==> src/design/gdc_pkg.sv <==
// Shared types, control codes, calendar helpers and the microcode program
// for the Gregorian date counter. No dependencies.
package gdc_pkg;

  // Request kinds
  localparam logic [1:0] K_SET  = 2'd0;
  localparam logic [1:0] K_FWD  = 2'd1;
  localparam logic [1:0] K_BWD  = 2'd2;
  localparam logic [1:0] K_DIST = 2'd3;

  localparam logic [13:0] YEAR_MIN = 14'd1;
  localparam logic [13:0] YEAR_MAX = 14'd9999;
  localparam logic [13:0] YEAR_RST = 14'd2000;

  // Datapath operations, one per control word
  localparam int OP_W = 4;
  localparam logic [OP_W-1:0] OP_NOP       = 4'd0;
  localparam logic [OP_W-1:0] OP_CHECK     = 4'd1;
  localparam logic [OP_W-1:0] OP_LOAD      = 4'd2;
  localparam logic [OP_W-1:0] OP_STEP      = 4'd3;
  localparam logic [OP_W-1:0] OP_SER_HELD  = 4'd4;
  localparam logic [OP_W-1:0] OP_SER_GIVEN = 4'd5;
  localparam logic [OP_W-1:0] OP_SAVE_A    = 4'd6;
  localparam logic [OP_W-1:0] OP_DIST      = 4'd7;
  localparam logic [OP_W-1:0] OP_CAPT      = 4'd8;
  localparam logic [OP_W-1:0] OP_EMIT      = 4'd9;

  // Sequencing conditions
  localparam int CND_W = 3;
  localparam logic [CND_W-1:0] C_NEXT    = 3'd0;
  localparam logic [CND_W-1:0] C_JUMP    = 3'd1;
  localparam logic [CND_W-1:0] C_IF_SET  = 3'd2;
  localparam logic [CND_W-1:0] C_IF_DIST = 3'd3;
  localparam logic [CND_W-1:0] C_WHILE   = 3'd4;
  localparam logic [CND_W-1:0] C_END     = 3'd5;

  localparam int PC_W = 5;

  // Program entry points
  localparam logic [PC_W-1:0] PC_START = 5'd0;
  localparam logic [PC_W-1:0] PC_STEP  = 5'd2;
  localparam logic [PC_W-1:0] PC_TAIL  = 5'd3;
  localparam logic [PC_W-1:0] PC_EMIT  = 5'd7;
  localparam logic [PC_W-1:0] PC_SET   = 5'd10;
  localparam logic [PC_W-1:0] PC_DIST  = 5'd12;

  typedef struct packed {
    logic [1:0]  kind;
    logic [4:0]  in_day;
    logic [3:0]  in_month;
    logic [13:0] in_year;
    logic [15:0] step_count;
  } in_req_t;

  typedef struct packed {
    logic [4:0]  cur_day;
    logic [3:0]  cur_month;
    logic [13:0] cur_year;
    logic [21:0] serial_day;
    logic        set_ok;
    logic [21:0] distance;
  } out_res_t;

  typedef struct packed {
    logic [OP_W-1:0]  op;
    logic [CND_W-1:0] cond;
    logic [PC_W-1:0]  target;
  } uword_t;

  // Sequencer inputs from the datapath and output side
  typedef struct packed {
    logic kind_set;
    logic kind_dist;
    logic step_done;
    logic out_free;
  } seq_stat_t;

  // Sequencer outputs
  typedef struct packed {
    logic [OP_W-1:0] op;
    logic            emit;
    logic            busy;
  } seq_ctrl_t;

  // Microcode program. The NOP steps between a serial launch and its read wait for the serial pipeline.
  function automatic uword_t ucode(input logic [PC_W-1:0] pc);
    uword_t w;
    case (pc)
      5'd0:    w = '{OP_CHECK,     C_IF_SET,  PC_SET};
      5'd1:    w = '{OP_NOP,       C_IF_DIST, PC_DIST};
      5'd2:    w = '{OP_STEP,      C_WHILE,   PC_STEP};
      5'd3:    w = '{OP_SER_HELD,  C_NEXT,    PC_START};
      5'd4:    w = '{OP_NOP,       C_NEXT,    PC_START};
      5'd5:    w = '{OP_NOP,       C_NEXT,    PC_START};
      5'd6:    w = '{OP_CAPT,      C_NEXT,    PC_START};
      5'd7:    w = '{OP_EMIT,      C_END,     PC_START};
      5'd10:   w = '{OP_LOAD,      C_JUMP,    PC_TAIL};
      5'd12:   w = '{OP_SER_GIVEN, C_NEXT,    PC_START};
      5'd13:   w = '{OP_SER_HELD,  C_NEXT,    PC_START};
      5'd14:   w = '{OP_NOP,       C_NEXT,    PC_START};
      5'd15:   w = '{OP_SAVE_A,    C_NEXT,    PC_START};
      5'd16:   w = '{OP_DIST,      C_JUMP,    PC_EMIT};
      default: w = '{OP_NOP,       C_JUMP,    PC_EMIT};
    endcase
    return w;
  endfunction

  // Leap year: y/100 by reciprocal multiply, exact below 43699
  function automatic logic leap_of(input logic [13:0] y);
    logic [26:0] prod;
    logic [7:0]  q;
    logic [13:0] r;
    prod = {13'd0, y} * 27'd5243;
    q    = prod[26:19];
    r    = y - 14'({6'd0, q} * 14'd100);
    return (y[1:0] == 2'd0) && ((r != 14'd0) || (q[1:0] == 2'd0));
  endfunction

  function automatic logic [4:0] month_len(input logic [3:0] m, input logic leap);
    logic [4:0] len;
    case (m)
      4'd1, 4'd3, 4'd5, 4'd7, 4'd8, 4'd10, 4'd12: len = 5'd31;
      4'd4, 4'd6, 4'd9, 4'd11:                    len = 5'd30;
      4'd2:                                       len = leap ? 5'd29 : 5'd28;
      default:                                    len = 5'd0;
    endcase
    return len;
  endfunction

  // Days in the year before the first of month m, clamped past December
  function automatic logic [8:0] before_month(input logic [3:0] m);
    logic [8:0] v;
    case (m)
      4'd0, 4'd1: v = 9'd0;
      4'd2:       v = 9'd31;
      4'd3:       v = 9'd59;
      4'd4:       v = 9'd90;
      4'd5:       v = 9'd120;
      4'd6:       v = 9'd151;
      4'd7:       v = 9'd181;
      4'd8:       v = 9'd212;
      4'd9:       v = 9'd243;
      4'd10:      v = 9'd273;
      4'd11:      v = 9'd304;
      default:    v = 9'd334;
    endcase
    return v;
  endfunction

  function automatic logic date_valid(input logic [4:0] d, input logic [3:0] m,
                                      input logic [13:0] y);
    logic [4:0] len;
    len = month_len(m, leap_of(y));
    return (y >= YEAR_MIN) && (y <= YEAR_MAX) && (m >= 4'd1) && (m <= 4'd12) &&
           (d >= 5'd1) && (d <= len);
  endfunction

endpackage

==> src/design/gregorian_date_counter_unit.sv <==
// Gregorian date counter top level: request capture, output register and
// the sequencer and datapath. Depends on gdc_pkg, gdc_sequencer, gdc_datapath.
//
// Usage: a request on in_req (valid/stall) sets the held date, steps it
// forward or backward by step_count days, or measures the day distance to a
// given date. Each request gives one result on out_res (valid/stall) with
// the held date, its serial day number, the set flag and the distance.
// One request is worked at a time; in_stall is high while it runs.
// Flow in microcode steps: set checks the date and loads it if valid; step
// moves the held date one day per cycle in the stepping loop until step_count
// days are moved or the end of the date range is reached; distance takes the
// serial numbers of the given and held dates. Each request also passes through
// the serial number pipeline, which the microcode program waits on.
// The next request can be taken in the cycle after the result is emitted; no
// request is accepted before the last one is through.
// A finished result sits in the output register; the next request is taken
// while it waits. If the receiver still stalls when a second result is
// ready, the sequencer holds at its emit step until the register frees.
// Reset (rst_n low, synchronous) empties both channels, holds in_stall high
// and loads 01/01/2000.
module gregorian_date_counter_unit (
  input  logic              clk,
  input  logic              rst_n,
  input  logic              in_valid,
  output logic              in_stall,
  input  gdc_pkg::in_req_t  in_req,
  output logic              out_valid,
  input  logic              out_stall,
  output gdc_pkg::out_res_t out_res
);
  import gdc_pkg::*;

  in_req_t   req_r;
  out_res_t  out_r;
  logic      out_valid_r;
  logic      start;
  logic      step_done;
  seq_stat_t stat;
  seq_ctrl_t ctrl;
  out_res_t  res;

  assign in_stall = ctrl.busy || !rst_n;
  assign start    = in_valid && !in_stall;

  // Capture the request on accept
  always_ff @(posedge clk) begin
    if (start) begin
      req_r <= in_req;
    end
  end

  assign stat.kind_set  = (req_r.kind == K_SET);
  assign stat.kind_dist = (req_r.kind == K_DIST);
  assign stat.step_done = step_done;
  assign stat.out_free  = !out_valid_r || !out_stall;

  gdc_sequencer u_seq (
    .clk   (clk),
    .rst_n (rst_n),
    .start (start),
    .stat  (stat),
    .ctrl  (ctrl)
  );

  gdc_datapath u_dp (
    .clk       (clk),
    .rst_n     (rst_n),
    .start     (start),
    .req       (start ? in_req : req_r),
    .op        (ctrl.op),
    .step_done (step_done),
    .res       (res)
  );

  // Output register: load on emit, drop when taken
  always_ff @(posedge clk) begin
    if (!rst_n) begin
      out_valid_r <= 1'b0;
    end else if (ctrl.emit) begin
      out_valid_r <= 1'b1;
    end else if (!out_stall) begin
      out_valid_r <= 1'b0;
    end
  end

  always_ff @(posedge clk) begin
    if (ctrl.emit) begin
      out_r <= res;
    end
  end

  assign out_valid = out_valid_r;
  assign out_res   = out_r;

endmodule

==> src/design/gdc_serial_unit.sv <==
// Three-stage pipeline that turns a date into its serial day number.
// Depends on gdc_pkg for the leap rule and month offset table.
module gdc_serial_unit (
  input  logic        clk,
  input  logic [4:0]  day,
  input  logic [3:0]  month,
  input  logic [13:0] year,
  output logic [21:0] serial
);
  import gdc_pkg::*;

  logic [13:0] p;
  logic [26:0] qp_prod;

  logic [13:0] p_s1_r;
  logic [21:0] p365_s1_r;
  logic [7:0]  qp_s1_r;
  logic [13:0] y_s1_r;
  logic [3:0]  m_s1_r;
  logic [4:0]  d_s1_r;

  logic [21:0] base_s2_r;
  logic        leap_s2_r;
  logic [3:0]  m_s2_r;
  logic [4:0]  d_s2_r;

  logic [21:0] ser_s3_r;

  // Elapsed years and the century count of them
  assign p       = year - 14'd1;
  assign qp_prod = {13'd0, p} * 27'd5243;

  // Stage 1: year terms
  always_ff @(posedge clk) begin
    p_s1_r    <= p;
    p365_s1_r <= {8'd0, p} * 22'd365;
    qp_s1_r   <= qp_prod[26:19];
    y_s1_r    <= year;
    m_s1_r    <= month;
    d_s1_r    <= day;
  end

  // Stage 2: leap day corrections over whole years
  always_ff @(posedge clk) begin
    base_s2_r <= p365_s1_r + ({8'd0, p_s1_r} >> 2) - {14'd0, qp_s1_r} +
                 ({14'd0, qp_s1_r} >> 2);
    leap_s2_r <= leap_of(y_s1_r);
    m_s2_r    <= m_s1_r;
    d_s2_r    <= d_s1_r;
  end

  // Stage 3: add the part of the current year
  always_ff @(posedge clk) begin
    ser_s3_r <= base_s2_r + {13'd0, before_month(m_s2_r)} +
                {21'd0, (m_s2_r > 4'd2) && leap_s2_r} + {17'd0, d_s2_r};
  end

  assign serial = ser_s3_r;

endmodule

==> src/design/gdc_sequencer.sv <==
// Microcode sequencer: step counter, control word fetch and conditional jumps.
// Depends on gdc_pkg for the program and control codes.
module gdc_sequencer (
  input  logic                clk,
  input  logic                rst_n,
  input  logic                start,
  input  gdc_pkg::seq_stat_t  stat,
  output gdc_pkg::seq_ctrl_t  ctrl
);
  import gdc_pkg::*;

  logic            busy_r, busy_nxt;
  logic [PC_W-1:0] pc_r, pc_nxt;
  uword_t          word;
  logic            emit;

  assign word = ucode(pc_r);

  // Pick the next step from the condition of the current word
  always_comb begin
    busy_nxt = busy_r;
    pc_nxt   = pc_r;
    emit     = 1'b0;
    if (!busy_r) begin
      if (start) begin
        busy_nxt = 1'b1;
        pc_nxt   = PC_START;
      end
    end else begin
      case (word.cond)
        C_NEXT:    pc_nxt = pc_r + 5'd1;
        C_JUMP:    pc_nxt = word.target;
        C_IF_SET:  pc_nxt = stat.kind_set ? word.target : pc_r + 5'd1;
        C_IF_DIST: pc_nxt = stat.kind_dist ? word.target : pc_r + 5'd1;
        C_WHILE:   pc_nxt = !stat.step_done ? word.target : pc_r + 5'd1;
        C_END: begin
          // hold here while the previous result still waits
          if (stat.out_free) begin
            emit     = 1'b1;
            busy_nxt = 1'b0;
          end
        end
        default:   pc_nxt = PC_EMIT;
      endcase
    end
  end

  always_ff @(posedge clk) begin
    if (!rst_n) begin
      busy_r <= 1'b0;
      pc_r   <= PC_START;
    end else begin
      busy_r <= busy_nxt;
      pc_r   <= pc_nxt;
    end
  end

  assign ctrl.op   = busy_r ? word.op : OP_NOP;
  assign ctrl.emit = emit;
  assign ctrl.busy = busy_r;

endmodule

==> src/design/gdc_datapath.sv <==
// Datapath: held date, day stepper, validity check, serial and distance regs.
// Depends on gdc_pkg and gdc_serial_unit.
module gdc_datapath (
  input  logic                   clk,
  input  logic                   rst_n,
  input  logic                   start,
  input  gdc_pkg::in_req_t       req,
  input  logic [gdc_pkg::OP_W-1:0] op,
  output logic                   step_done,
  output gdc_pkg::out_res_t      res
);
  import gdc_pkg::*;

  logic [4:0]  day_r;
  logic [3:0]  month_r;
  logic [13:0] year_r;
  logic        leap_r;
  logic [15:0] count_r;
  logic        valid_r;
  logic        ok_r;
  logic [21:0] a_r;
  logic [21:0] ser_r;
  logic [21:0] dist_r;

  logic        fwd;
  logic        at_limit;
  logic [4:0]  len_cur;
  logic [4:0]  len_prev;
  logic [4:0]  day_step;
  logic [3:0]  month_step;
  logic [13:0] year_step;
  logic [4:0]  s_day;
  logic [3:0]  s_month;
  logic [13:0] s_year;
  logic [21:0] serial;
  logic [21:0] diff;

  // Serial operands: the given date on request, else the held date
  always_comb begin
    if (op == OP_SER_GIVEN) begin
      s_day   = req.in_day;
      s_month = req.in_month;
      s_year  = req.in_year;
    end else begin
      s_day   = day_r;
      s_month = month_r;
      s_year  = year_r;
    end
  end

  gdc_serial_unit u_serial (
    .clk    (clk),
    .day    (s_day),
    .month  (s_month),
    .year   (s_year),
    .serial (serial)
  );

  // One day forward or backward; the year only changes across December and
  // January, whose lengths do not depend on the leap flag, so the register lag
  // on leap_r is harmless
  assign fwd      = (req.kind == K_FWD);
  assign len_cur  = month_len(month_r, leap_r);
  assign len_prev = month_len(month_r - 4'd1, leap_r);
  assign at_limit = fwd ? (day_r == 5'd31 && month_r == 4'd12 && year_r == YEAR_MAX)
                        : (day_r == 5'd1 && month_r == 4'd1 && year_r == YEAR_MIN);
  assign step_done = (count_r == 16'd0) || at_limit;

  always_comb begin
    day_step   = day_r;
    month_step = month_r;
    year_step  = year_r;
    if (fwd) begin
      if (day_r < len_cur) begin
        day_step = day_r + 5'd1;
      end else if (month_r == 4'd12) begin
        day_step   = 5'd1;
        month_step = 4'd1;
        year_step  = year_r + 14'd1;
      end else begin
        day_step   = 5'd1;
        month_step = month_r + 4'd1;
      end
    end else begin
      if (day_r > 5'd1) begin
        day_step = day_r - 5'd1;
      end else if (month_r == 4'd1) begin
        day_step   = 5'd31;
        month_step = 4'd12;
        year_step  = year_r - 14'd1;
      end else begin
        day_step   = len_prev;
        month_step = month_r - 4'd1;
      end
    end
  end

  assign diff = (serial >= a_r) ? (serial - a_r) : (a_r - serial);

  // Held date
  always_ff @(posedge clk) begin
    if (!rst_n) begin
      day_r   <= 5'd1;
      month_r <= 4'd1;
      year_r  <= YEAR_RST;
    end else if (op == OP_LOAD && valid_r) begin
      day_r   <= req.in_day;
      month_r <= req.in_month;
      year_r  <= req.in_year;
    end else if (op == OP_STEP && !step_done) begin
      day_r   <= day_step;
      month_r <= month_step;
      year_r  <= year_step;
    end
  end

  // Working registers of one request
  always_ff @(posedge clk) begin
    leap_r <= leap_of(year_r);
    if (start) begin
      count_r <= req.step_count;
    end else if (op == OP_STEP && !step_done) begin
      count_r <= count_r - 16'd1;
    end
    case (op)
      OP_CHECK: begin
        valid_r <= date_valid(req.in_day, req.in_month, req.in_year);
        ok_r    <= 1'b0;
        dist_r  <= 22'd0;
      end
      OP_LOAD:   ok_r  <= valid_r;
      OP_SAVE_A: a_r   <= serial;
      OP_CAPT:   ser_r <= serial;
      OP_DIST: begin
        ser_r  <= serial;
        dist_r <= valid_r ? diff : 22'd0;
      end
      default: ;
    endcase
  end

  assign res.cur_day    = day_r;
  assign res.cur_month  = month_r;
  assign res.cur_year   = year_r;
  assign res.serial_day = ser_r;
  assign res.set_ok     = ok_r;
  assign res.distance   = dist_r;

endmodule
==> config.mk <==
export PLATFORM = sky130hd
export DESIGN_NAME = gregorian_date_counter_unit
export DESIGN_NICKNAME = d
export VERILOG_FILES = /design/src/design/gdc_pkg.sv /design/src/design/gregorian_date_counter_unit.sv /design/src/design/gdc_serial_unit.sv /design/src/design/gdc_sequencer.sv /design/src/design/gdc_datapath.sv
export SDC_FILE = /design/constraint.sdc
export NUM_CORES = 2
export LEC_CHECK = 0
export ABC_AREA = 1
export ABC_CLOCK_PERIOD_IN_PS = 14000
export BUFFER_PORTS_ARGS = -buffer_cell sky130_fd_sc_hd__buf_2
export CAP_MARGIN = 20
export CORE_ASPECT_RATIO = 0.75
export CORE_MARGIN = 3
export CORE_UTILIZATION = 45
export CTS_BUF_LIST = sky130_fd_sc_hd__clkbuf_4
export DETAILED_ROUTE_END_ITERATION = 10
export PLACE_DENSITY = 0.58
export SKIP_LAST_GASP = 1
export SLEW_MARGIN = 20
export SYNTH_ARGS = -nofsm -noshare
export SYNTH_HDL_FRONTEND = slang
export SYNTH_SLANG_ARGS = --single-unit
==> constraint.sdc <==
create_clock -name clk -period 14 [get_ports clk]
set_input_delay 2.8 -clock clk [delete_from_list [all_inputs] [get_ports clk]]
set_output_delay 2.8 -clock clk [all_outputs]
set_load 0.01 [all_outputs]
==> flow_summary.rst <==
.. list-table::
   :header-rows: 1

   * - Metric
     - Value
   * - Die height
     - between 200 and 300 um
   * - Clock Pin Slew Worst Setup and Hold Paths
     - approximately 0.070 ns
   * - Worst flop-to-flop path startpoint
     - u_seq.busy_r
   * - Number of hold violations in the final report
     - 0
   * - Total number of clock tree sinks
     - 346
   * - Tcrit/Tclk final
     - between 80% and 90%
   * - Global-route wire length before repair
     - 146,000 um
   * - Maximum count of clock buffers along a single path
     - 3
   * - Element type at the critical path start
     - input port
   * - Wire per inst
     - about 17 um
   * - Post-Synth Adder-Cell Area
     - between 40% and 50%
   * - Post-detailed-route via-to-cell ratio
     - 4.94
   * - Layout Area Growth over Synthesis
     - 8.68%
   * - Beginning of the worst hold path
     - u_dp.u_serial.d_s1_r[0]
   * - Hold buffer count at cts
     - 0
   * - Total GRT Usage
     - between 20% and 30%
   * - Number of failing setup endpoints in the final timing report
     - 0
   * - Synth cell types
     - 66
   * - CTS H-tree lvls
     - 3
   * - Part of the Yosys area used for sequential elements
     - 23.2%
   * - Slowest-stage cell, CP
     - sky130_fd_sc_hd__fa_1
   * - Final global-route overflow total
     - 0
   * - DRC violation total after the first TritonRoute iteration
     - 1,862
   * - Relative slew margins
     - between 30% and 40%
   * - Shortest period the worst path allows
     - 12.06 ns
   * - Drt drc
     - 0
   * - Inst Count DP
     - 5,268
   * - Total via count after detailed routing
     - 26,900
   * - Number of synthesized flops with an enable pin
     - 152
   * - Largest area contributor in the synthesized netlist
     - sky130_fd_sc_hd__ha_1
   * - Most common cell in the netlist
     - sky130_fd_sc_hd__inv_1
   * - Number of I/O port buffers
     - 114
   * - Asr flop ratio synth
     - 0%
   * - Net total in the final layout
     - 5,351
   * - Critical Path Max Stage Delay
     - approximately 0.53 ns
   * - Largest driver fanout on the critical path
     - 48
   * - Status
     - finished clean
   * - Post-synthesis share of cell area spent on and, or, nand and nor gates
     - 11.6%
   * - Remaining antenna violation count after routing
     - 0
   * - Synth Area per Inst
     - approximately 8.8 um2
   * - Net Count, Synth
     - 5,163
   * - Worst Hold Path EP
     - u_dp.u_serial.d_s2_r[0]
   * - Multiplexer fraction of the synthesized cell area
     - 0.0274%
   * - Fraction of the mapped netlist area in compound gates
     - 10.2%
   * - Combinational family with the most area after synthesis
     - adder cells
   * - Reg-to-reg setup timing slack
     - 3.26 ns
   * - Register-to-Register Path Depth
     - 58
   * - Data required time at the worst endpoint
     - 14.56 ns
   * - Max Slew Vio Count
     - 0
   * - Post-layout instance count excluding filler cells
     - 5,445
   * - Die Span X
     - 335 um
   * - Largest net degree at the start of global routing
     - 52
   * - HPWL after detailed placement
     - 75,900 um
   * - Number of antenna violations at the first check in global routing
     - 1
   * - Synthesized instance count
     - between 4,000 and 5,000
   * - Layout cell share with drive strength beyond 1
     - 8.25%
   * - Insertion delay to the later sink of the worst-skew pair
     - slightly below 0.9 ns
   * - RSZ-0062 raised after global routing
     - no
   * - Resized Gates After CTS
     - 0
   * - Crit path DAT
     - between 10 and 15 ns
   * - Yosys reg bits
     - 346
   * - Setup TNS
     - 0 ns
   * - Final WL
     - 90,200 um
   * - Post-CTS setup buffers
     - 0
   * - Via count of the first global-routing pass
     - 26,200
   * - Synth cell count leaders
     - sky130_fd_sc_hd__inv_1 (924), sky130_fd_sc_hd__ha_1 (676), sky130_fd_sc_hd__nand2_1 (543)
   * - CTS root buf
     - sky130_fd_sc_hd__clkbuf_4
   * - Worst Setup End Kind
     - flop
   * - Crit path top cell by count
     - sky130_fd_sc_hd__nand2_1
   * - Placeable core region
     - 79,500 um2
   * - Yosys warning count
     - 0
   * - Number of CTS-inserted buffers
     - 94
   * - Detailed Routing Iterations Pass 1
     - 5
   * - Initial core utilization
     - 45.9%
   * - Classification of the worst-slack hold path
     - reg -> reg
   * - Endpoint of the worst-slack reg-to-reg timing path
     - u_dp.valid_r
   * - Die Area
     - 84,500 um2
   * - Number of placement rows
     - 89
   * - Max-cap violations
     - 0
   * - I/O pin count
     - 115
   * - Post-Route Skew
     - 0.0619 ns
   * - Area of the mapped netlist
     - 36,500 um2
   * - Primary flip-flop cell chosen by synthesis mapping
     - sky130_fd_sc_hd__dfxtp_1
   * - TritonCTS clock tree
     - done
   * - Area contributors post-synth
     - sky130_fd_sc_hd__ha_1 (23%), sky130_fd_sc_hd__fa_1 (17%), sky130_fd_sc_hd__edfxtp_1 (13%), sky130_fd_sc_hd__dfxtp_1 (11%), sky130_fd_sc_hd__inv_1 (9.5%)
   * - Worst hold path depth
     - 0
   * - Kind of critical path
     - in -> reg
   * - Slew at the pin with the worst max-slew slack
     - about 1 ns
   * - Achievable clock frequency
     - 82.9 MHz
   * - Fraction of synthesized cell area taken by the top area cell type
     - 23.2%
   * - Synthesized-area fraction occupied by xor and xnor cells
     - 4.49%
   * - GPL Wtd Cong
     - about 0.9
==> cells in the final DEF, fill, tap and decap left out, types with 5 or more instances in the layout <==
cell type and n:
sky130_fd_sc_hd__o221ai_1 6, sky130_fd_sc_hd__edfxtp_1 152, sky130_fd_sc_hd__clkinv_1 15, sky130_fd_sc_hd__clkinv_2 9
sky130_fd_sc_hd__a211oi_1 15, sky130_fd_sc_hd__o21ai_2 5, sky130_fd_sc_hd__o211ai_1 33, sky130_fd_sc_hd__xnor2_1 67
sky130_fd_sc_hd__o21bai_1 22, sky130_fd_sc_hd__buf_4 17, sky130_fd_sc_hd__o21a_1 14, sky130_fd_sc_hd__a21oi_1 268
sky130_fd_sc_hd__ha_1 676, sky130_fd_sc_hd__inv_1 924, sky130_fd_sc_hd__a21boi_0 10, sky130_fd_sc_hd__nor2_1 207
sky130_fd_sc_hd__clkbuf_4 143, sky130_fd_sc_hd__o2111ai_1 10, sky130_fd_sc_hd__nand2_2 11, sky130_fd_sc_hd__o21ai_0 172
sky130_fd_sc_hd__xor2_1 120, sky130_fd_sc_hd__fa_1 312, sky130_fd_sc_hd__nor4_1 12, sky130_fd_sc_hd__dfxtp_1 194
sky130_fd_sc_hd__nor3_1 40, sky130_fd_sc_hd__a21o_1 14, sky130_fd_sc_hd__inv_2 13, sky130_fd_sc_hd__buf_2 114
sky130_fd_sc_hd__or2_2 15, sky130_fd_sc_hd__nand2_1 543, sky130_fd_sc_hd__o21ai_1 25, sky130_fd_sc_hd__nor3b_1 13
sky130_fd_sc_hd__nand4_1 27, sky130_fd_sc_hd__nand3_1 100, sky130_fd_sc_hd__a31oi_1 14
==> worst max-delay path by stage <==
stage	startpoint	end	slack, ns
final	rst_n	u_dp.valid_r	1.94
after global routing	rst_n	u_dp.valid_r	1.14
after CTS	rst_n	u_dp.valid_r	2.03
after detailed placement	rst_n	u_dp.valid_r	1.13
after global placement	rst_n	u_dp.valid_r	1.23
after floorplan	in_valid	u_dp.valid_r	2.49
==> area by class of cell <==
class / instances / area, um2
diodes: 1 / 2.50
inverters: 938 / 3530
flip-flops and latches: 346 / 8450
clock buffers: 143 / 1070
well taps: 1046 / 1310
fillers: 7743 / 39900
multi-input cells: 2807 / 24300
repair buffers: 131 / 698
clock inverters: 33 / 250
==> per-stage QoR <==
stage                     instance area, um2  hold slack [ns]  worst slack [ns]  utilization [%]
after floorplan                        36500            0.310              2.49                -
after global placement                 38300            0.311              1.23             48.2
after detailed placement               38300            0.316              1.13             48.2
after CTS                              39600            0.322              2.03             49.8
after global routing                   39600            0.321              1.14             49.9
final                                  39600            0.323              1.94             49.9
==> registers in the layout (all words and copies together) (netlist names), 4 cells and up, named ones only <==
register	count
u_dp.u_serial.y_s1_r	14
u_dp.u_serial.base_s2_r	22
u_dp.day_r	5
u_dp.ser_r	22
u_dp.a_r	22
u_seq.word	10
u_dp.u_serial.m_s1_r	4
u_dp.u_serial.d_s1_r	5
u_dp.u_serial.qp_s1_r	8
u_dp.month_r	4
u_dp.u_serial.p365_s1_r	22
req_r	25
u_dp.dist_r	22
u_dp.u_serial.m_s2_r	4
u_dp.u_serial.d_s2_r	5
u_dp.year_r	14
u_dp.count_r	16
out_res	68
u_seq.pc_r	5
u_dp.u_serial.p_s1_r	12
u_dp.u_serial.serial	22
==> kinds of logic after synthesis <==
family | Yosys count
flops | 346
fa+ha+maj | 988
buf+inv | 977
mux | 1
xor+xnor | 187
simple gates | 991
compound gates | 640
==> critical path: cells and delay by family <==
family	cells	cell delay, ns
adders and majority gates	12	4.28
and+or+nand+nor	24	2.64
buffers and inverters	12	1.38
AOI/OAI and AO/OA	8	1.00
xor gates and xnor gates	2	0.46
==> layer usage <==
layer	track usage (%)	part of all wire (%)	up-vias
li1	-	-	13800
met1	35.9	54	12300
met2	29.4	38	704
met3	3.94	6.8	72
met4	3.85	1.2	0
met5	0	0	-
Power is left out: the tool's default activity adds up to more than one toggle a clock period on the data nets, which glitch-free logic cannot reach.
